<file path="config.mk">
export PLATFORM = sky130hd
export DESIGN_NAME = two_layer_vigenere_shift_cipher_core_flat
export DESIGN_NICKNAME = d
export VERILOG_FILES = /design/src/rtl/vig_pkg.sv /design/src/rtl/vig_req_if.sv /design/src/rtl/vig_rsp_if.sv /design/src/rtl/two_layer_vigenere_shift_cipher_core.sv /design/src/rtl/vig_kstore.sv /design/src/rtl/vig_xform.sv /design/src/flat_wrapper.sv
export SDC_FILE = /design/constraint.sdc
export NUM_CORES = 1
export LEC_CHECK = 0
export BUFFER_PORTS_ARGS = -buffer_cell sky130_fd_sc_hd__buf_4
export CAP_MARGIN = 20
export CELL_PAD_IN_SITES_DETAIL_PLACEMENT = 0
export CELL_PAD_IN_SITES_GLOBAL_PLACEMENT = 1
export CORE_MARGIN = 2
export CORE_UTILIZATION = 55
export CTS_CLUSTER_SIZE = 24
export DETAILED_ROUTE_END_ITERATION = 16
export PLACE_DENSITY = 0.85
export SLEW_MARGIN = 20
export SYNTH_ARGS = -nofsm -noshare
export SYNTH_HDL_FRONTEND = slang
export SYNTH_SLANG_ARGS = --single-unit
</file>
<file path="constraint.sdc">
create_clock -name i_clk -period 16.69 [get_ports i_clk]
set_input_delay 1.669 -clock i_clk [delete_from_list [all_inputs] [get_ports i_clk]]
set_output_delay 1.669 -clock i_clk [all_outputs]
set_load 0.01 [all_outputs]
</file>
<file path="src/rtl/vig_pkg.sv">
`default_nettype none
package vig_pkg;

    localparam int KEY_DEPTH = 16;
    localparam int POS_W     = 4;
    localparam int SHIFT_W   = 5;
    localparam int LEN_W     = 5;
    localparam int CFG_IDX_W = 2;
    localparam int CFG_DAT_W = 5;

    localparam logic [5:0] ALPHABET = 6'd26;
    localparam logic [7:0] LOWER_A  = 8'd97;
    localparam logic [7:0] LOWER_Z  = 8'd122;
    localparam logic [7:0] UPPER_A  = 8'd65;
    localparam logic [7:0] UPPER_Z  = 8'd90;

    localparam logic REQ_CHAR = 1'b0;
    localparam logic REQ_KEY  = 1'b1;

    localparam logic DIR_ENC = 1'b0;
    localparam logic DIR_DEC = 1'b1;

    localparam logic TBL_FIRST  = 1'b0;
    localparam logic TBL_SECOND = 1'b1;

    localparam logic [CFG_IDX_W-1:0] CFG_DIRECTION  = 2'd0;
    localparam logic [CFG_IDX_W-1:0] CFG_LAYERS     = 2'd1;
    localparam logic [CFG_IDX_W-1:0] CFG_FIRST_LEN  = 2'd2;
    localparam logic [CFG_IDX_W-1:0] CFG_SECOND_LEN = 2'd3;

    typedef struct packed {
        logic             en;
        logic             tbl;
        logic [POS_W-1:0] slot;
        logic [7:0]       value;
    } t_key_wr;

    typedef struct packed {
        logic adv;
        logic letter;
        logic restart;
        logic layer2;
    } t_step;

    function automatic logic is_letter(input logic [7:0] c);
        is_letter = ((c >= LOWER_A) && (c <= LOWER_Z)) || ((c >= UPPER_A) && (c <= UPPER_Z));
    endfunction

endpackage
`default_nettype wire

</file>
<file path="src/rtl/vig_req_if.sv">
`default_nettype none
interface vig_req_if;
    logic       valid;
    logic       ready;
    logic       req_type;
    logic [7:0] char_in;
    logic       restart;
    logic       key_table;
    logic [3:0] key_slot;
    logic [7:0] key_value;

    modport source (output valid, req_type, char_in, restart, key_table, key_slot, key_value,
                    input ready);
    modport sink   (input valid, req_type, char_in, restart, key_table, key_slot, key_value,
                    output ready);
endinterface
`default_nettype wire

</file>
<file path="src/rtl/vig_rsp_if.sv">
`default_nettype none
interface vig_rsp_if;
    logic       valid;
    logic       ready;
    logic [7:0] char_out;
    logic       was_letter;

    modport source (output valid, char_out, was_letter, input ready);
    modport sink   (input valid, char_out, was_letter, output ready);
endinterface
`default_nettype wire

</file>
<file path="src/rtl/two_layer_vigenere_shift_cipher_core.sv">
// An accepted character passes the input register and then the vig_xform result register to o_rsp.
// Throughput: one item per cycle while o_rsp does not stall; key write items give no result.
// Backpressure on o_rsp holds a character in the input register and stops i_req.
// Reset (synchronous, active low) clears valids, key positions and config
// to direction 0, one layer, lengths 1; key tables stay undefined until written.
`default_nettype none
module two_layer_vigenere_shift_cipher_core (
    input  wire                                i_clk,
    input  wire                                i_rst_n,
    input  wire                                i_cfg_we,
    input  wire  [vig_pkg::CFG_IDX_W-1:0]      i_cfg_idx,
    input  wire  [vig_pkg::CFG_DAT_W-1:0]      i_cfg_data,
    vig_req_if.sink                            i_req,
    vig_rsp_if.source                          o_rsp
);

    logic                        r_dir;
    logic [1:0]                  r_layers;
    logic [vig_pkg::LEN_W-1:0]   r_len1;
    logic [vig_pkg::LEN_W-1:0]   r_len2;

    logic                        r_s1_v;
    logic                        r_s1_type;
    logic [7:0]                  r_s1_char;
    logic                        r_s1_restart;
    logic                        r_s1_tbl;
    logic [vig_pkg::POS_W-1:0]   r_s1_slot;
    logic [7:0]                  r_s1_value;

    logic                        adv;
    logic                        take;
    logic                        letter;
    logic [vig_pkg::SHIFT_W-1:0] shift;
    vig_pkg::t_key_wr            key_wr;
    vig_pkg::t_step              step;

    always_ff @(posedge i_clk) begin
        if (!i_rst_n) begin
            r_dir    <= vig_pkg::DIR_ENC;
            r_layers <= 2'd1;
            r_len1   <= vig_pkg::LEN_W'(1);
            r_len2   <= vig_pkg::LEN_W'(1);
        end else if (i_cfg_we) begin
            unique case (i_cfg_idx)
                vig_pkg::CFG_DIRECTION:  r_dir    <= i_cfg_data[0];
                vig_pkg::CFG_LAYERS:     r_layers <= i_cfg_data[1:0];
                vig_pkg::CFG_FIRST_LEN:  r_len1   <= i_cfg_data;
                vig_pkg::CFG_SECOND_LEN: r_len2   <= i_cfg_data;
                default: ;
            endcase
        end
    end

    // advance the input stage unless a character would overwrite a held result
    assign adv         = r_s1_v && ((r_s1_type == vig_pkg::REQ_KEY) || !o_rsp.valid || o_rsp.ready);
    assign i_req.ready = !r_s1_v || adv;
    assign take        = i_req.valid && i_req.ready;

    always_ff @(posedge i_clk) begin
        if (!i_rst_n) begin
            r_s1_v <= 1'b0;
        end else if (take) begin
            r_s1_v <= 1'b1;
        end else if (adv) begin
            r_s1_v <= 1'b0;
        end
    end

    always_ff @(posedge i_clk) begin
        if (take) begin
            r_s1_type    <= i_req.req_type;
            r_s1_char    <= i_req.char_in;
            r_s1_restart <= i_req.restart;
            r_s1_tbl     <= i_req.key_table;
            r_s1_slot    <= i_req.key_slot;
            r_s1_value   <= i_req.key_value;
        end
    end

    always_comb begin
        key_wr.en     = adv && (r_s1_type == vig_pkg::REQ_KEY);
        key_wr.tbl    = r_s1_tbl;
        key_wr.slot   = r_s1_slot;
        key_wr.value  = r_s1_value;
        step.adv      = adv && (r_s1_type == vig_pkg::REQ_CHAR);
        step.letter   = letter;
        step.restart  = r_s1_restart;
        step.layer2   = r_layers[1];
    end

    vig_kstore u_kstore (
        .i_clk   (i_clk),
        .i_rst_n (i_rst_n),
        .i_wr    (key_wr),
        .i_step  (step),
        .i_len1  (r_len1),
        .i_len2  (r_len2),
        .o_shift (shift)
    );

    vig_xform u_xform (
        .i_clk    (i_clk),
        .i_rst_n  (i_rst_n),
        .i_load   (step.adv),
        .i_char   (r_s1_char),
        .i_dir    (r_dir),
        .i_shift  (shift),
        .o_letter (letter),
        .o_rsp    (o_rsp)
    );

    a_char_gives_result: assert property (@(posedge i_clk) disable iff (!i_rst_n)
        step.adv |=> o_rsp.valid)
        else $error("character item left no result");

    a_letter_out: assert property (@(posedge i_clk) disable iff (!i_rst_n)
        (o_rsp.valid && o_rsp.was_letter) |-> vig_pkg::is_letter(o_rsp.char_out))
        else $error("letter result is not a letter");

    a_nonletter_out: assert property (@(posedge i_clk) disable iff (!i_rst_n)
        (o_rsp.valid && !o_rsp.was_letter) |-> !vig_pkg::is_letter(o_rsp.char_out))
        else $error("non-letter result is a letter");

    a_take_holds: assert property (@(posedge i_clk) disable iff (!i_rst_n)
        take |=> r_s1_v)
        else $error("accepted item lost from input stage");

endmodule
`default_nettype wire

</file>
<file path="src/rtl/vig_kstore.sv">
`default_nettype none
module vig_kstore (
    input  wire                          i_clk,
    input  wire                          i_rst_n,
    input  vig_pkg::t_key_wr             i_wr,
    input  vig_pkg::t_step               i_step,
    input  wire  [vig_pkg::LEN_W-1:0]    i_len1,
    input  wire  [vig_pkg::LEN_W-1:0]    i_len2,
    output logic [vig_pkg::SHIFT_W-1:0]  o_shift
);

    logic [vig_pkg::SHIFT_W-1:0] r_key1 [vig_pkg::KEY_DEPTH];
    logic [vig_pkg::SHIFT_W-1:0] r_key2 [vig_pkg::KEY_DEPTH];
    logic [vig_pkg::POS_W-1:0]   r_pos1;
    logic [vig_pkg::POS_W-1:0]   r_pos2;
    logic [vig_pkg::POS_W-1:0]   n_pos1;
    logic [vig_pkg::POS_W-1:0]   n_pos2;

    logic [vig_pkg::LEN_W-1:0]   len1_e;
    logic [vig_pkg::LEN_W-1:0]   len2_e;
    logic [vig_pkg::POS_W-1:0]   use1;
    logic [vig_pkg::POS_W-1:0]   use2;
    logic [vig_pkg::LEN_W-1:0]   inc1;
    logic [vig_pkg::LEN_W-1:0]   inc2;
    logic [vig_pkg::SHIFT_W-1:0] s1;
    logic [vig_pkg::SHIFT_W-1:0] s2;
    logic [5:0]                  sum;
    logic [vig_pkg::SHIFT_W-1:0] wr_mod;

    function automatic logic [vig_pkg::LEN_W-1:0] eff_len(input logic [vig_pkg::LEN_W-1:0] l);
        if (l == '0) begin
            eff_len = vig_pkg::LEN_W'(1);
        end else if (l > vig_pkg::LEN_W'(vig_pkg::KEY_DEPTH)) begin
            eff_len = vig_pkg::LEN_W'(vig_pkg::KEY_DEPTH);
        end else begin
            eff_len = l;
        end
    endfunction

    // value mod 26 through a reciprocal multiply, exact for 8-bit values
    function automatic logic [vig_pkg::SHIFT_W-1:0] mod26(input logic [7:0] v);
        logic [15:0] prod;
        logic [3:0]  q;
        logic [8:0]  r;
        prod = 16'(v) * 16'd158;
        q    = prod[15:12];
        r    = 9'(v) - 9'(q * 8'd26);
        if (r >= 9'(vig_pkg::ALPHABET)) begin
            r = r - 9'(vig_pkg::ALPHABET);
        end
        mod26 = r[vig_pkg::SHIFT_W-1:0];
    endfunction

    assign wr_mod = mod26(i_wr.value);

    always_ff @(posedge i_clk) begin
        if (i_wr.en) begin
            if (i_wr.tbl == vig_pkg::TBL_FIRST) begin
                r_key1[i_wr.slot] <= wr_mod;
            end else begin
                r_key2[i_wr.slot] <= wr_mod;
            end
        end
    end

    always_comb begin
        len1_e = eff_len(i_len1);
        len2_e = eff_len(i_len2);
        use1   = (i_step.restart || ({1'b0, r_pos1} >= len1_e)) ? '0 : r_pos1;
        use2   = (i_step.restart || ({1'b0, r_pos2} >= len2_e)) ? '0 : r_pos2;
        inc1   = {1'b0, use1} + vig_pkg::LEN_W'(1);
        inc2   = {1'b0, use2} + vig_pkg::LEN_W'(1);
        s1     = r_key1[use1];
        s2     = i_step.layer2 ? r_key2[use2] : '0;
        sum    = 6'(s1) + 6'(s2);
        o_shift = (sum >= vig_pkg::ALPHABET) ? 5'(sum - vig_pkg::ALPHABET) : sum[4:0];

        n_pos1 = r_pos1;
        n_pos2 = r_pos2;
        if (i_step.adv && i_step.restart) begin
            n_pos1 = '0;
            n_pos2 = '0;
        end
        if (i_step.adv && i_step.letter) begin
            n_pos1 = (inc1 >= len1_e) ? '0 : inc1[vig_pkg::POS_W-1:0];
            if (i_step.layer2) begin
                n_pos2 = (inc2 >= len2_e) ? '0 : inc2[vig_pkg::POS_W-1:0];
            end
        end
    end

    always_ff @(posedge i_clk) begin
        if (!i_rst_n) begin
            r_pos1 <= '0;
            r_pos2 <= '0;
        end else begin
            r_pos1 <= n_pos1;
            r_pos2 <= n_pos2;
        end
    end

endmodule
`default_nettype wire

</file>
<file path="src/rtl/vig_xform.sv">
`default_nettype none
module vig_xform (
    input  wire                             i_clk,
    input  wire                             i_rst_n,
    input  wire                             i_load,
    input  wire  [7:0]                      i_char,
    input  wire                             i_dir,
    input  wire  [vig_pkg::SHIFT_W-1:0]     i_shift,
    output logic                            o_letter,
    vig_rsp_if.source                       o_rsp
);

    logic       lower;
    logic [7:0] base;
    logic [4:0] offset;
    logic [5:0] t;
    logic [4:0] rot;
    logic [7:0] n_char;

    logic       r_v;
    logic       n_v;
    logic [7:0] r_char;
    logic       r_letter;

    always_comb begin
        lower    = (i_char >= vig_pkg::LOWER_A) && (i_char <= vig_pkg::LOWER_Z);
        o_letter = vig_pkg::is_letter(i_char);
        base     = lower ? vig_pkg::LOWER_A : vig_pkg::UPPER_A;
        offset   = 5'(i_char - base);
        if (i_dir == vig_pkg::DIR_ENC) begin
            t = 6'(offset) + 6'(i_shift);
        end else begin
            t = 6'(offset) + vig_pkg::ALPHABET - 6'(i_shift);
        end
        rot    = (t >= vig_pkg::ALPHABET) ? 5'(t - vig_pkg::ALPHABET) : t[4:0];
        n_char = o_letter ? (base + 8'(rot)) : i_char;
        n_v    = i_load ? 1'b1 : (o_rsp.ready ? 1'b0 : r_v);
    end

    always_ff @(posedge i_clk) begin
        if (!i_rst_n) begin
            r_v <= 1'b0;
        end else begin
            r_v <= n_v;
        end
    end

    always_ff @(posedge i_clk) begin
        if (i_load) begin
            r_char   <= n_char;
            r_letter <= o_letter;
        end
    end

    assign o_rsp.valid      = r_v;
    assign o_rsp.char_out   = r_char;
    assign o_rsp.was_letter = r_letter;

endmodule
`default_nettype wire

</file>
<file path="src/flat_wrapper.sv">
// flat-port wrapper written by rule: the top's interface ports become plain ports
module two_layer_vigenere_shift_cipher_core_flat 
  (i_clk, i_rst_n, i_cfg_we, i_cfg_idx, i_cfg_data, i_req_valid, i_req_req_type, i_req_char_in, i_req_restart, i_req_key_table, i_req_key_slot, i_req_key_value, i_req_ready, o_rsp_valid, o_rsp_char_out, o_rsp_was_letter, o_rsp_ready);
  vig_req_if i_req_i ();
  vig_rsp_if o_rsp_i ();
  input  wire i_clk;
  input  wire i_rst_n;
  input  wire i_cfg_we;
  input  wire  [vig_pkg::CFG_IDX_W-1:0] i_cfg_idx;
  input  wire  [vig_pkg::CFG_DAT_W-1:0] i_cfg_data;
  input wire logic [$bits(i_req_i.valid)-1:0] i_req_valid;
  input wire logic [$bits(i_req_i.req_type)-1:0] i_req_req_type;
  input wire logic [$bits(i_req_i.char_in)-1:0] i_req_char_in;
  input wire logic [$bits(i_req_i.restart)-1:0] i_req_restart;
  input wire logic [$bits(i_req_i.key_table)-1:0] i_req_key_table;
  input wire logic [$bits(i_req_i.key_slot)-1:0] i_req_key_slot;
  input wire logic [$bits(i_req_i.key_value)-1:0] i_req_key_value;
  output wire logic [$bits(i_req_i.ready)-1:0] i_req_ready;
  output wire logic [$bits(o_rsp_i.valid)-1:0] o_rsp_valid;
  output wire logic [$bits(o_rsp_i.char_out)-1:0] o_rsp_char_out;
  output wire logic [$bits(o_rsp_i.was_letter)-1:0] o_rsp_was_letter;
  input wire logic [$bits(o_rsp_i.ready)-1:0] o_rsp_ready;
  assign i_req_i.valid = i_req_valid;
  assign i_req_i.req_type = i_req_req_type;
  assign i_req_i.char_in = i_req_char_in;
  assign i_req_i.restart = i_req_restart;
  assign i_req_i.key_table = i_req_key_table;
  assign i_req_i.key_slot = i_req_key_slot;
  assign i_req_i.key_value = i_req_key_value;
  assign i_req_ready = i_req_i.ready;
  assign o_rsp_valid = o_rsp_i.valid;
  assign o_rsp_char_out = o_rsp_i.char_out;
  assign o_rsp_was_letter = o_rsp_i.was_letter;
  assign o_rsp_i.ready = o_rsp_ready;
  two_layer_vigenere_shift_cipher_core u_core (.i_clk(i_clk), .i_rst_n(i_rst_n), .i_cfg_we(i_cfg_we), .i_cfg_idx(i_cfg_idx), .i_cfg_data(i_cfg_data), .i_req(i_req_i), .o_rsp(o_rsp_i));
endmodule
</file>
# After elaboration in Yosys (flattened, before gate mapping)
# Memory sizes are Yosys's and may differ from the RTL's.
# Cells that the tools add are included.
[totals] ram_bits=160 latch_bits=0 ff_bits=55 mem_count=2 out_inout_bits=11 romBits=0 word_cells=105
[classes] n_shift=0 addsub=12 mul=2 bitwise=1 n_eq_ne=3 mux=30 n_reduce_logical=26 div=0 magnitude_cmp=13
[mem_list] memory="u_core.u_kstore.r_key1" depth=16 word_bits=5 rd=1 rd_clocked_by_memory_dff=0 write_ports=1 line="vig_kstore.sv:12" text="logic [vig_pkg::SHIFT_W-1:0] r_key1 [vig_pkg::KEY_DEPTH];"
[mem_list] memory="u_core.u_kstore.r_key2" depth=16 word_bits=5 rd=1 rd_clocked_by_memory_dff=0 write_ports=1 line="vig_kstore.sv:13" text="logic [vig_pkg::SHIFT_W-1:0] r_key2 [vig_pkg::KEY_DEPTH];"
[ops] op="two-way mux 5 bit" count=8
[ops] op="two-way mux 4 bit" count=9
[ops] op="greater-or-equal comparator 8 x 7 -> 1 bit (second input constant)" count=2
[ops] op="less-or-equal comparator 8 x 7 -> 1 bit (second input constant)" count=2
[ops] op="multiplier 8 x 7 -> 15 bit (second input constant)" count=1
[ops] op="subtractor 5 bit (second input constant)" count=3
[ops] op="adder 5 x 5 -> 6 bit" count=2
[ops] op="greater-or-equal comparator 6 x 5 -> 1 bit (second input constant)" count=2
[ops] op="two-way mux 6 bit" count=2
[ops] op="adder 4 x 1 -> 5 bit (second input constant)" count=2
[ops] op="greater-or-equal comparator 4 x 5 -> 1 bit" count=2
[ops] op="greater-or-equal comparator 5 bit" count=2
[ops] op="> comparator 5 bit (second input constant)" count=2
[ops] op="logical NOT 5 bit" count=2
[ops] op="two-way mux 1 bit" count=10
[ops] op="greater-or-equal comparator 9 x 5 -> 1 bit (second input constant)" count=1
[ops] op="subtractor 8 x 9 -> 9 bit" count=1
[ops] op="adder 7 x 5 -> 8 bit" count=1
[ops] op="logical AND 1 bit" count=8
[ops] op="multiplier 4 x 4 -> 8 bit (second input constant)" count=1
[ops] op="two-way mux 8 bit" count=1
[ops] op="AND reduction 2 bit" count=4
[ops] op="adder 5 x 5 -> 6 bit (second input constant)" count=1
[ops] op="logical OR 1 bit" count=6
[ops] op="other kinds (8)" count=12

# Depth between registers and ports, before layout
# Gate-level depths: netlist of run 1.
# An unclocked memory read counts as a cell.
[logic_depth] ltp_word=17 mapped_depth=37 ltp_nobuf=35

# By module
# From an unflattened synthesis of run 1, not the netlist that was laid out.
[hier_totals] hier_cells=1017 area_unflattened_um2=12149.2
[by_module_without_submodules] mod="vig_kstore" cells_per_inst=784 seq_area_each_um2=4964.8 area_each_um2=9549.2 instances=1
[by_module_without_submodules] mod="vig_xform" cells_per_inst=153 seq_area_each_um2=290.3 area_each_um2=1351.3 instances=1
[by_module_without_submodules] mod="two_layer_vigenere_shift_cipher_core" cells_per_inst=80 seq_area_each_um2=950.9 area_each_um2=1248.7 instances=1

# Worst setup path before layout of run 1
# Ideal clock, no wire load.
[synth_timing] path_type="reg-to-reg" start="register u_core.r_len1[1] in the netlist's numbering" end="register u_core.u_xform.r_char[7] (netlist: u_core.u_xform.o_rsp.char_out[7]) (data pin)" arrival_ps=6854 required_time_ps=16431 setup_time_ps=259 n_path_buf=1 period_less_slack_ps=7113 path_stages_with_launch=36 setup_slack_ps=9577 cell_sequence="dfxtp_1 > nor3_1 > nor2_1 > nor2_1 > ha_1 > nand2b_1 > a21o_1 > a21o_1 > a21o_1 > a21oi_1 > and2_1 > clkbuf_1 > o21ai_0 > o22ai_1 > ha_1 > inv_1 > fa_1 > inv_1 > a21o_1 > a21oi_1 > xnor2_1 > inv_1 > o21ai_0 > xnor2_1 > ha_1 > ha_1 > inv_1 > fa_1 > nand2b_1 > a21o_1 > a221oi_1 > a221oi_1 > a211o_1 > and3_1 > and2_1 > or2_1"
[synth_between] elab_chain_cells=16 word_cells_on_any_way=20
[synth_rtl] element="start: declaration" line="two_layer_vigenere_shift_cipher_core.sv:19" text="logic [vig_pkg::LEN_W-1:0] r_len1;"
[synth_rtl] element="start signal: assignment" line="two_layer_vigenere_shift_cipher_core.sv:41" text="r_len1 <= vig_pkg::LEN_W'(1);"
[synth_rtl] element="start signal: assignment" line="two_layer_vigenere_shift_cipher_core.sv:47" text="vig_pkg::CFG_FIRST_LEN: r_len1 <= i_cfg_data;"
[synth_rtl] element="> comparator 5 bit" line="vig_kstore.sv:33" text="end else if (l > vig_pkg::LEN_W'(vig_pkg::KEY_DEPTH)) begin"
[synth_rtl] element="two-way mux 5 bit" line="vig_kstore.sv:33"
[synth_rtl] element="two-way mux 5 bit (*)" line="vig_kstore.sv:31" text="if (l == '0) begin"
[synth_rtl] element="greater-or-equal comparator 4 x 5 -> 1 bit (*)" line="vig_kstore.sv:69" text="use1 = (i_step.restart || ({1'b0, r_pos1} >= len1_e)) ? '0 : r_pos1;"
[synth_rtl] element="logical OR 1 bit (*)" line="vig_kstore.sv:69"
[synth_rtl] element="two-way mux 4 bit (*)" line="vig_kstore.sv:69"
[synth_rtl] element="memory read (16 x 5 bit) (*)"
[synth_rtl] element="adder 5 x 5 -> 6 bit (*)" line="vig_kstore.sv:75" text="sum = 6'(s1) + 6'(s2);"
[synth_rtl] element="subtractor 5 bit / greater-or-equal comparator 6 x 5 -> 1 bit (equally long branches)" line="vig_kstore.sv:76" text="o_shift = (sum >= vig_pkg::ALPHABET) ? 5'(sum - vig_pkg::ALPHABET) : sum[4:0];"
[synth_rtl] element="two-way mux 5 bit (*)" line="vig_kstore.sv:76"
[synth_rtl] element="subtractor 6 x 5 -> 6 bit / adder 5 x 5 -> 6 bit (equally long branches)" line="vig_xform.sv:33, vig_xform.sv:31"
[synth_rtl] element="two-way mux 6 bit (*)" line="vig_xform.sv:30" text="if (i_dir == vig_pkg::DIR_ENC) begin"
[synth_rtl] element="subtractor 5 bit / greater-or-equal comparator 6 x 5 -> 1 bit (equally long branches)" line="vig_xform.sv:35" text="rot = (t >= vig_pkg::ALPHABET) ? 5'(t - vig_pkg::ALPHABET) : t[4:0];"
[synth_rtl] element="two-way mux 5 bit (*)" line="vig_xform.sv:35"
[synth_rtl] element="adder 7 x 5 -> 8 bit (*)" line="vig_xform.sv:36" text="n_char = o_letter ? (base + 8'(rot)) : i_char;"
[synth_rtl] element="two-way mux 8 bit (*)" line="vig_xform.sv:36"
[synth_rtl] element="named net u_core.u_xform.n_char[7]" line="vig_xform.sv:18" text="logic [7:0] n_char;"
[synth_rtl] element="end signal: assignment" line="vig_xform.sv:50" text="r_char <= n_char;"
[synth_rtl] element="end: declaration" line="vig_xform.sv:22" text="logic [7:0] r_char;"
# Mark *: on every way through the listed nets, which the timed path passes. The rest lies on a longest branch.
# A chain may end at the register's enable or synchronous reset.

# Worst setup path in the final report of run 1
[layout_timing] start="register u_core.u_kstore.r_pos2[0] in the netlist's numbering" end="register u_core.u_xform.r_char[4] (netlist: u_core.u_xform.o_rsp.char_out[4]) (data pin)"
[layout_between] elab_chain_cells=14 word_cells_on_any_way=17
[layout_rtl] element="start: declaration" line="vig_kstore.sv:15" text="logic [vig_pkg::POS_W-1:0] r_pos2;"
[layout_rtl] element="start signal: assignment" line="vig_kstore.sv:98" text="r_pos2 <= n_pos2;"
[layout_rtl] element="greater-or-equal comparator 4 x 5 -> 1 bit" line="vig_kstore.sv:70" text="use2 = (i_step.restart || ({1'b0, r_pos2} >= len2_e)) ? '0 : r_pos2;"
[layout_rtl] element="logical OR 1 bit" line="vig_kstore.sv:70"
[layout_rtl] element="two-way mux 4 bit (*)" line="vig_kstore.sv:70"
[layout_rtl] element="memory read (16 x 5 bit) (*)"
[layout_rtl] element="two-way mux 5 bit (*)" line="vig_kstore.sv:74" text="s2 = i_step.layer2 ? r_key2[use2] : '0;"
[layout_rtl] element="adder 5 x 5 -> 6 bit (*)" line="vig_kstore.sv:75"
[layout_rtl] element="subtractor 5 bit / greater-or-equal comparator 6 x 5 -> 1 bit (equally long branches)" line="vig_kstore.sv:76"
[layout_rtl] element="two-way mux 5 bit (*)" line="vig_kstore.sv:76"
[layout_rtl] element="subtractor 6 x 5 -> 6 bit / adder 5 x 5 -> 6 bit (equally long branches)" line="vig_xform.sv:33, vig_xform.sv:31"
[layout_rtl] element="two-way mux 6 bit (*)" line="vig_xform.sv:30"
[layout_rtl] element="subtractor 5 bit / greater-or-equal comparator 6 x 5 -> 1 bit (equally long branches)" line="vig_xform.sv:35"
[layout_rtl] element="two-way mux 5 bit (*)" line="vig_xform.sv:35"
[layout_rtl] element="adder 7 x 5 -> 8 bit (*)" line="vig_xform.sv:36"
[layout_rtl] element="two-way mux 8 bit (*)" line="vig_xform.sv:36"
[layout_rtl] element="named net u_core.u_xform.n_char[4]" line="vig_xform.sv:18"
# Marks and branches as above.

==> summary.md, run 1 <==
| Metric | Value |
|---|---|
| Worst EP arrival | 8.50 ns |
| Largest family of logic cells by synthesized area | adder cells |
| Maximum vdd drop | 312 uV |
| Syn_area_per_cell | 12.3 um2 |
| Crit-path max FO | 29 |
| GRT overflow | 0 |
| CTS buffer count | 23 |
| Row cnt | 53 |
| Die X | 149 um |
| Status | complete, no violations |
| Area grow syn2layout | 12.6% |
| Die area | ~22000 um2 |
| Setup TNS | 0 ns |
| Simple-gate share of the synthesized area | 9.71% |
| ANT nets after route | 0 |
| Pre-CTS WS | roughly 8.4 ns |
| Hold-fix buffers, CTS | 0 |
| Synth Cell Area | 11600 um2 |
| DRT iter0 DRCs | 599 |
| Area of the core | between 20000 and 25000 um2 |
| Slowest CP cell | a2111oi_1 |
| Initial antenna violation count | 0 |
| Die height | roughly 150 um |
| Routed wire length | 24700 um |
| Synth Area in Adders | 13.5% |
| Yosys reg bits | 214 |
| Most frequent cells after synthesis | edfxtp_1, ha_1, inv_1 |
| HPWL reported at the end of detailed placement | between 15000 and 20000 um |
| R2r setup slk | 8.46 ns |
| Min cycle time layout | 8.23 ns |
| Syn nets | 1094 |
| Vias in the first global route | 7320 |
| Final worst slack | approximately 8.5 ns |
| R2R Path Start | u_core.u_kstore.r_pos2[0] |
| Count leader, synth | edfxtp_1 |
| Post-synth EDFFs | 192 |
| Drt drc | 0 |
| Final setup viols | 0 |
| Clock Tree Buf Depth | 3 |
| IO buf count | 45 |
| Reg2reg end | u_core.u_xform.o_rsp.char_out[4] |
| Worst-Margin Slew | 1.04 ns |
| Post-synthesis mux area share | 7.01% |
| FMAX | 121 MHz |
| Clk root buf | clkbuf_16 |
| Largest net degree at the start of global routing | 37 |
| Clk sinks | ~210 |
| Worst min path class | reg2reg |
| Final Util | 62.6% |
| Vias per cell | 5.78 |
| Proportion of layout cells with a drive suffix above 1 | 11.2% |
| CTS tree | built |
| Critical path data required time | 16.96 ns |
| CP startpoint kind | register |
| Critical path type | reg2reg |
| Clock Latency Late Sink | 0.53 ns |
| Area contributors post-synth | edfxtp_1, ha_1, mux2i_1, dfxtp_1, fa_1 |
| Synth warn | 0 |
| RD Place Congestion | 0.899 |
| Hold Fails Final Rpt | 0 |
| Final nets | 1142 |
| RSZ-0062 raised after global routing | no |
| Number of distinct library cells after synthesis | 65 |
| First-pass GRT wire length | 38800 um |
| Slew Limit Fails | 0 |
| Fin crit share | 49.3% |
| Hold path endpoint | u_core.r_len2[0] |
| Synth Instances | about 950 |
| H-tree depth | 1 |
| Routed vias | around 7400 |
| Async set-reset flop share out of synthesis | 0% |
| FF-to-FF path depth | 32 |
| DRT Pass-1 Iters | 5 |
| Area leader, netlist | edfxtp_1 |
| Compound-cell area share of the yosys netlist | about a tenth |
| Hold path startpoint | u_core.r_len2[0] |
| CTS resizes | 0 |
| Primary FF master, synth | edfxtp_1 |
| Synth top area share | 49.6% |
| Drt wl/cell | 19.2 um |
| Leakage power | 0.00506 uW |
| Starting Density | 55.6% |
| Max incr delay on CP | 0.90 ns |
| P per Cell Area | 193 nW/um2 |
| Hold path cells | 2 |
| Skew final | 0.0116 ns |
| Clock slew at reported path FFs | 0.06 ns |
| Post-synthesis sequential area ratio | a little over half |
| GR Util All Layers | 22.6% |
| Ant. Diodes | 0 |
| Top-Level Pins | 46 |
| Post-Synth XOR/XNOR Area | under 10% |
| Crit path capture type | register |
| Slew Limit Headroom | 30.6% |
| Post-CTS setup repair buffer count | 0 |
| Max-Cap Viols | 0 |
logic make-up (layout without fill, tap and decap cells):
family	count (synthesis)	after routing
AND/OR/NAND/NOR	223	223
multiplexers	79	79
adder cells (fa/ha/maj)	114	114
XOR/XNOR	29	29
buffers and inverters	114	179
flip-flops	214	214
AO/OA/AOI/OAI	172	172
area by class of cell:
cell class | count | area (um2)
clock buffer | 25 | 583
clock inverter | 17 | 204
fill | 1616 | 7820
inverter | 84 | 315
multi-input combinational | 617 | 5020
sequential | 214 | 6210
tap | 275 | 344
timing repair buffer | 53 | 398
cell usage in the layout (no fill, tap or decap), drive strengths merged, types with 6 or more instances in the layout:
cell type,count
clkbuf,26
xor2,15
a22oi,8
fa,19
ha,95
a21oi,33
buf,52
nand2,43
a21o,17
inv,86
nor3,16
clkinv,9
a31oi,6
o211ai,10
mux2i,69
dfxtp,22
edfxtp,192
mux2,9
xnor2,14
nand2b,17
a211oi,12
o21ai,23
or3,7
a221oi,11
nor2,60
nand3,23
o22ai,14
nor2b,30
worst max path at each step:
stage | end | from | cells after the start
3_5_place_dp | u_core.u_xform.o_rsp.char_out[4] | u_core.u_kstore.r_pos2[0] | 32
4_1_cts | u_core.u_xform.o_rsp.char_out[4] | u_core.u_kstore.r_pos2[0] | 32
5_1_grt | u_core.u_xform.o_rsp.char_out[4] | u_core.u_kstore.r_pos2[0] | 33
3_3_place_gp | u_core.u_xform.o_rsp.char_out[7] | u_core.u_kstore.r_pos2[0] | 31
2_1_floorplan | u_core.u_xform.o_rsp.char_out[7] | u_core.r_len1[1] | 35
6_report | u_core.u_xform.o_rsp.char_out[4] | u_core.u_kstore.r_pos2[0] | 32
stage by stage:
step | hold WS, ns | instance area, um2 | power [uW] | instances
2_1_floorplan | 0.445 | 11600 | 1600 | 945
3_3_place_gp | 0.471 | 12300 | 1990 | 1242
3_5_place_dp | 0.472 | 12300 | 2020 | 1242
4_1_cts | 0.492 | 13100 | 2550 | 1284
5_1_grt | 0.519 | 13100 | 2660 | 1285
6_report | 0.487 | 13100 | 2520 | 1285
power breakdown:
group          switching, uW  internal (uW)  total [uW]
registers               9.89           1040        1050
logic                    687            261         948
clock network            217            305         522
total                    914           1600        2520
critical path, delay by kind of cell, from the launching register on:
kind	cells	cell delay, ns
AOI/OAI and AO/OA	11	3.17
xor gates and xnor gates	4	0.77
buffers and inverters	6	0.94
muxes	2	0.42
DFF	1	0.31
and+or+nand+nor	3	0.42
adders and majority gates	6	1.93
layer usage:
layer	vias up	global-route usage, %	wire length, um
met5	-	0	0
met4	0	7.33	714
met3	41	4.04	1610
met2	250	37.4	11700
met1	3540	30.4	10700
li1	3599	-	-
registers in the layout (all words and copies together) (netlist names):
signal / flops
u_core.r_s1_restart: 1
u_core.r_layers: 1
u_core.u_kstore.r_pos2: 4
u_core.r_s1_value: 8
u_core.r_s1_v: 1
u_core.r_dir: 1
u_core.r_s1_type: 1
u_core.u_kstore.r_key2: 80
u_core.u_kstore.r_key1: 80
u_core.r_len1: 5
u_core.r_s1_tbl: 1
u_core.u_kstore.r_pos1: 4
u_core.u_xform.o_rsp.char_out: 8
u_core.r_s1_char: 8
u_core.r_len2: 5
u_core.u_xform.o_rsp.was_letter: 1
u_core.r_s1_slot: 4
u_core.u_xform.o_rsp.valid: 1
Power figures use the tool's default switching activity.
==> inputs of run 2 (changes only) <==
CORE_UTILIZATION = 46   (was 55)
PLACE_DENSITY = 0.76   (was 0.85)
clock period = 7.25 ns   (was 16.69 ns; I/O delays follow)
==> run 2 against run 1 <==
Compared with the run above:
- critical path depth grew 3
- total power grew 140%
- cell count is 9.9% higher
- via count up 2.8%
- clock power rose to 2.5 times the previous value
- global-route usage shrank 3.3 points
- first-iteration DRC count decreased by 10%
- clock skew rose by 0.0058 ns
- highest routed layer unchanged
==> summary.md, run 2 (same netlist as run 1, synthesis figures left out) <==
| Metric | Value |
|---|---|
| CTS tree | built |
| Crit-path max FO | 4 (-86%) |
| Skew final | 0.0173 ns (+0.00575 ns) |
| Clock Latency Late Sink | 0.52 ns (about the same) |
| Worst min path class | in2reg |
| Starting Density | 46.5% (-9.1 points) |
| Hold Fails Final Rpt | 0 (unchanged) |
| Largest regs | u_core.u_kstore.r_key1 (80), u_core.u_kstore.r_key2 (80) |
| Reg2reg end | u_core.u_xform.o_rsp.char_out[4] |
| RSZ-0062 raised after global routing | yes |
| Design area | 14100 um2 (+7.9%) |
| Drt drc | 0 (unchanged) |
| Filler Cell Count | 2095 (+30%) |
| Routing usage on met2 | 32.0% (-5.5 points) |
| FMAX | 144 MHz (+18%) |
| Die X | 163 um (+9.1%) |
| R2r setup slk | 0.29 ns (-8.16 ns) |
| Vias in the first global route | 7460 (+1.9%) |
| Worst EP arrival | 7.22 ns (-1.28 ns) |
| CTS buffer count | 24 (+4.3%) |
| Area grow syn2layout | 21.4% |
| Crit path capture type | register |
| Die height | 163 um (+9.1%) |
| DRT Pass-1 Iters | 5 (unchanged) |
| Row cnt | 58 (+9.4%) |
| Critical path type | reg2reg |
| Clk sinks | 214 (unchanged) |
| Final worst slack | 0.295 ns (-8.16 ns) |
| Maximum vdd drop | 1200 uV (+290%) |
| Power, Total | 6090 uW (+140%) |
| HPWL reported at the end of detailed placement | 18200 um (+2.4%) |
| Fin crit share | 95.9% (+47 points) |
| Worst hold slack | 0.376 ns (-0.111 ns) |
| Clock slew at reported path FFs | 0.06 ns (about the same) |
| ANT nets after route | 0 (unchanged) |
| GR Util All Layers | 19.3% (-3.3 points) |
| Met3 Track Usage GR | 2.37% (-1.7 points) |
| RD Place Congestion | 0.819 (-9.0%) |
| Max incr delay on CP | 0.44 ns (-0.46 ns) |
| H-tree depth | 1 (unchanged) |
| Final nets | 1215 (+6.4%) |
| Clk root buf | clkbuf_16 |
| Grt met1 use | 27.2% (-3.2 points) |
| DRT iter0 DRCs | 538 (-10%) |
| Min cycle time layout | 6.96 ns (-1.28 ns) |
| Proportion of layout cells with a drive suffix above 1 | 22.1% (+11 points) |
| IO buf count | 45 (unchanged) |
| R2R Path Start | u_core.r_len1[1] |
| GRT overflow | 0 (unchanged) |
| Largest net degree at the start of global routing | 36 (-2.7%) |
| Hold path cells | 1 (-1) |
| Commonest non-fill, non-tap cell in the layout | edfxtp_1 |
| Critical path data required time | 7.51 ns (-9.45 ns) |
| P per Cell Area | 432 nW/um2 (+120%) |
| Slowest CP cell | or4_4 |
| Initial antenna violation count | 0 (unchanged) |
| Hold-fix buffers, CTS | 0 (unchanged) |
| Most frequent cells in the layout | edfxtp_1, buf_4, ha_1 |
| Dpl cell area | 12700 um2 (+3.3%) |
| FF-to-FF path depth | 35 (+9.4%) |
| Max-Cap Viols | 0 (unchanged) |
| Routed wire length | 25800 um (+4.2%) |
| Slew Limit Fails | 0 (unchanged) |
| Drt wl/cell | 18.2 um (-5.2%) |
| First-pass GRT wire length | 39900 um (+2.9%) |
| Final setup viols | 0 (unchanged) |
| Worst-Margin Slew | 0.822 ns (-0.216 ns) |
| Leakage power | 0.00553 uW (+9.3%) |
| Clock Tree Buf Depth | 3 (unchanged) |
| Hold path startpoint | i_req_key_value[7] |
| Slew Limit Headroom | 44.8% (+14 points) |
| Status | complete, no violations |
| Pre-CTS WS | 0.0773 ns (-8.32 ns) |
| Top Usage Layer GRT | met2 |
| Top-Level Pins | 46 (unchanged) |
| Die area | 26500 um2 (+19%) |
| CP startpoint kind | register |
| Hold path endpoint | u_core.r_s1_value[7] |
| Routed vias | 7635 (+2.8%) |
| Vias per cell | 5.41 (-6.5%) |
| Area of the core | 25000 um2 (+20%) |
| Ant. Diodes | 0 (unchanged) |
run 2: cell types whose count changed in the layout (fill, tap and decap cells not counted), sizes merged:
cell / before / now
clkbuf: 26 / 29
inv: 86 / 83
clkinv: 9 / 7
clkinvlp: 3 / 1
bufinv: 3 / 6
clkdlybuf4s15: 0 / 3
buf: 52 / 122
run 2: how the worst max path moves through the flow:
stage                                start                                to
final                     u_core.r_len1[1]  u_core.u_xform.o_rsp.char_out[4]
after global routing      u_core.r_len1[1]  u_core.u_xform.o_rsp.char_out[4]
after CTS                 u_core.r_len2[1]  u_core.u_xform.o_rsp.char_out[4]
after detailed placement  u_core.r_len1[1]  u_core.u_xform.o_rsp.char_out[4]
after global placement    u_core.r_len1[1]  u_core.u_xform.o_rsp.char_out[4]
after floorplan           u_core.r_len1[1]  u_core.u_xform.o_rsp.char_out[7]
run 2: critical path, delay by kind of cell (launching register included):
kind	cells	cell delay, ns
fa+ha+maj	6	1.53
mux	1	0.28
flops	1	0.33
compound gates	10	1.92
simple gates	10	1.57
xor+xnor	4	0.75
buf+inv	4	0.32
run 2: power by group:
part           leakage, uW  switching [uW]  total [uW]  internal [uW]
combinational      0.00319            1570        2390            820
sequential         0.00193            20.8        2380           2360
clock             0.000417             475        1310            838
run 2: layout make-up:
class | instances | area, um2 | area share [%]
Sequential cell | 214 | 6210 | 44.0
Clock inverter | 13 | 215 | 1.53
Tap cell | 330 | 413 | 2.93
Clock buffer | 29 | 641 | 4.54
Multi-Input combinational cell | 617 | 5310 | 37.7
Timing Repair Buffer | 125 | 991 | 7.03
Inverter | 84 | 317 | 2.25
run 2: layer usage:
metal | vias to the layer above | share of wire, %
li1 | 3738 | -
met1 | 3677 | 45
met2 | 180 | 48
met3 | 40 | 4.9
met4 | 0 | 1.9
met5 | - | 0
run 2: metrics by stage:
| stage | std cells | utilization [%] | setup TNS [ns] |
|---|---|---|---|
| CTS | 1381 | 54.2 | 0 |
| global placement | 1339 | 50.8 | 0 |
| finish | 1412 | 56.5 | 0 |
| detailed placement | 1339 | 50.8 | 0 |
| global route | 1412 | 56.5 | -0.287 |
| floorplan | 945 | - | 0 |
run 2: timing repair:
action,in CTS,in global routing
setup endpoints to repair,0,135
gates resized for setup,0,68
hold endpoints to repair,0,0
buffers inserted,0,29
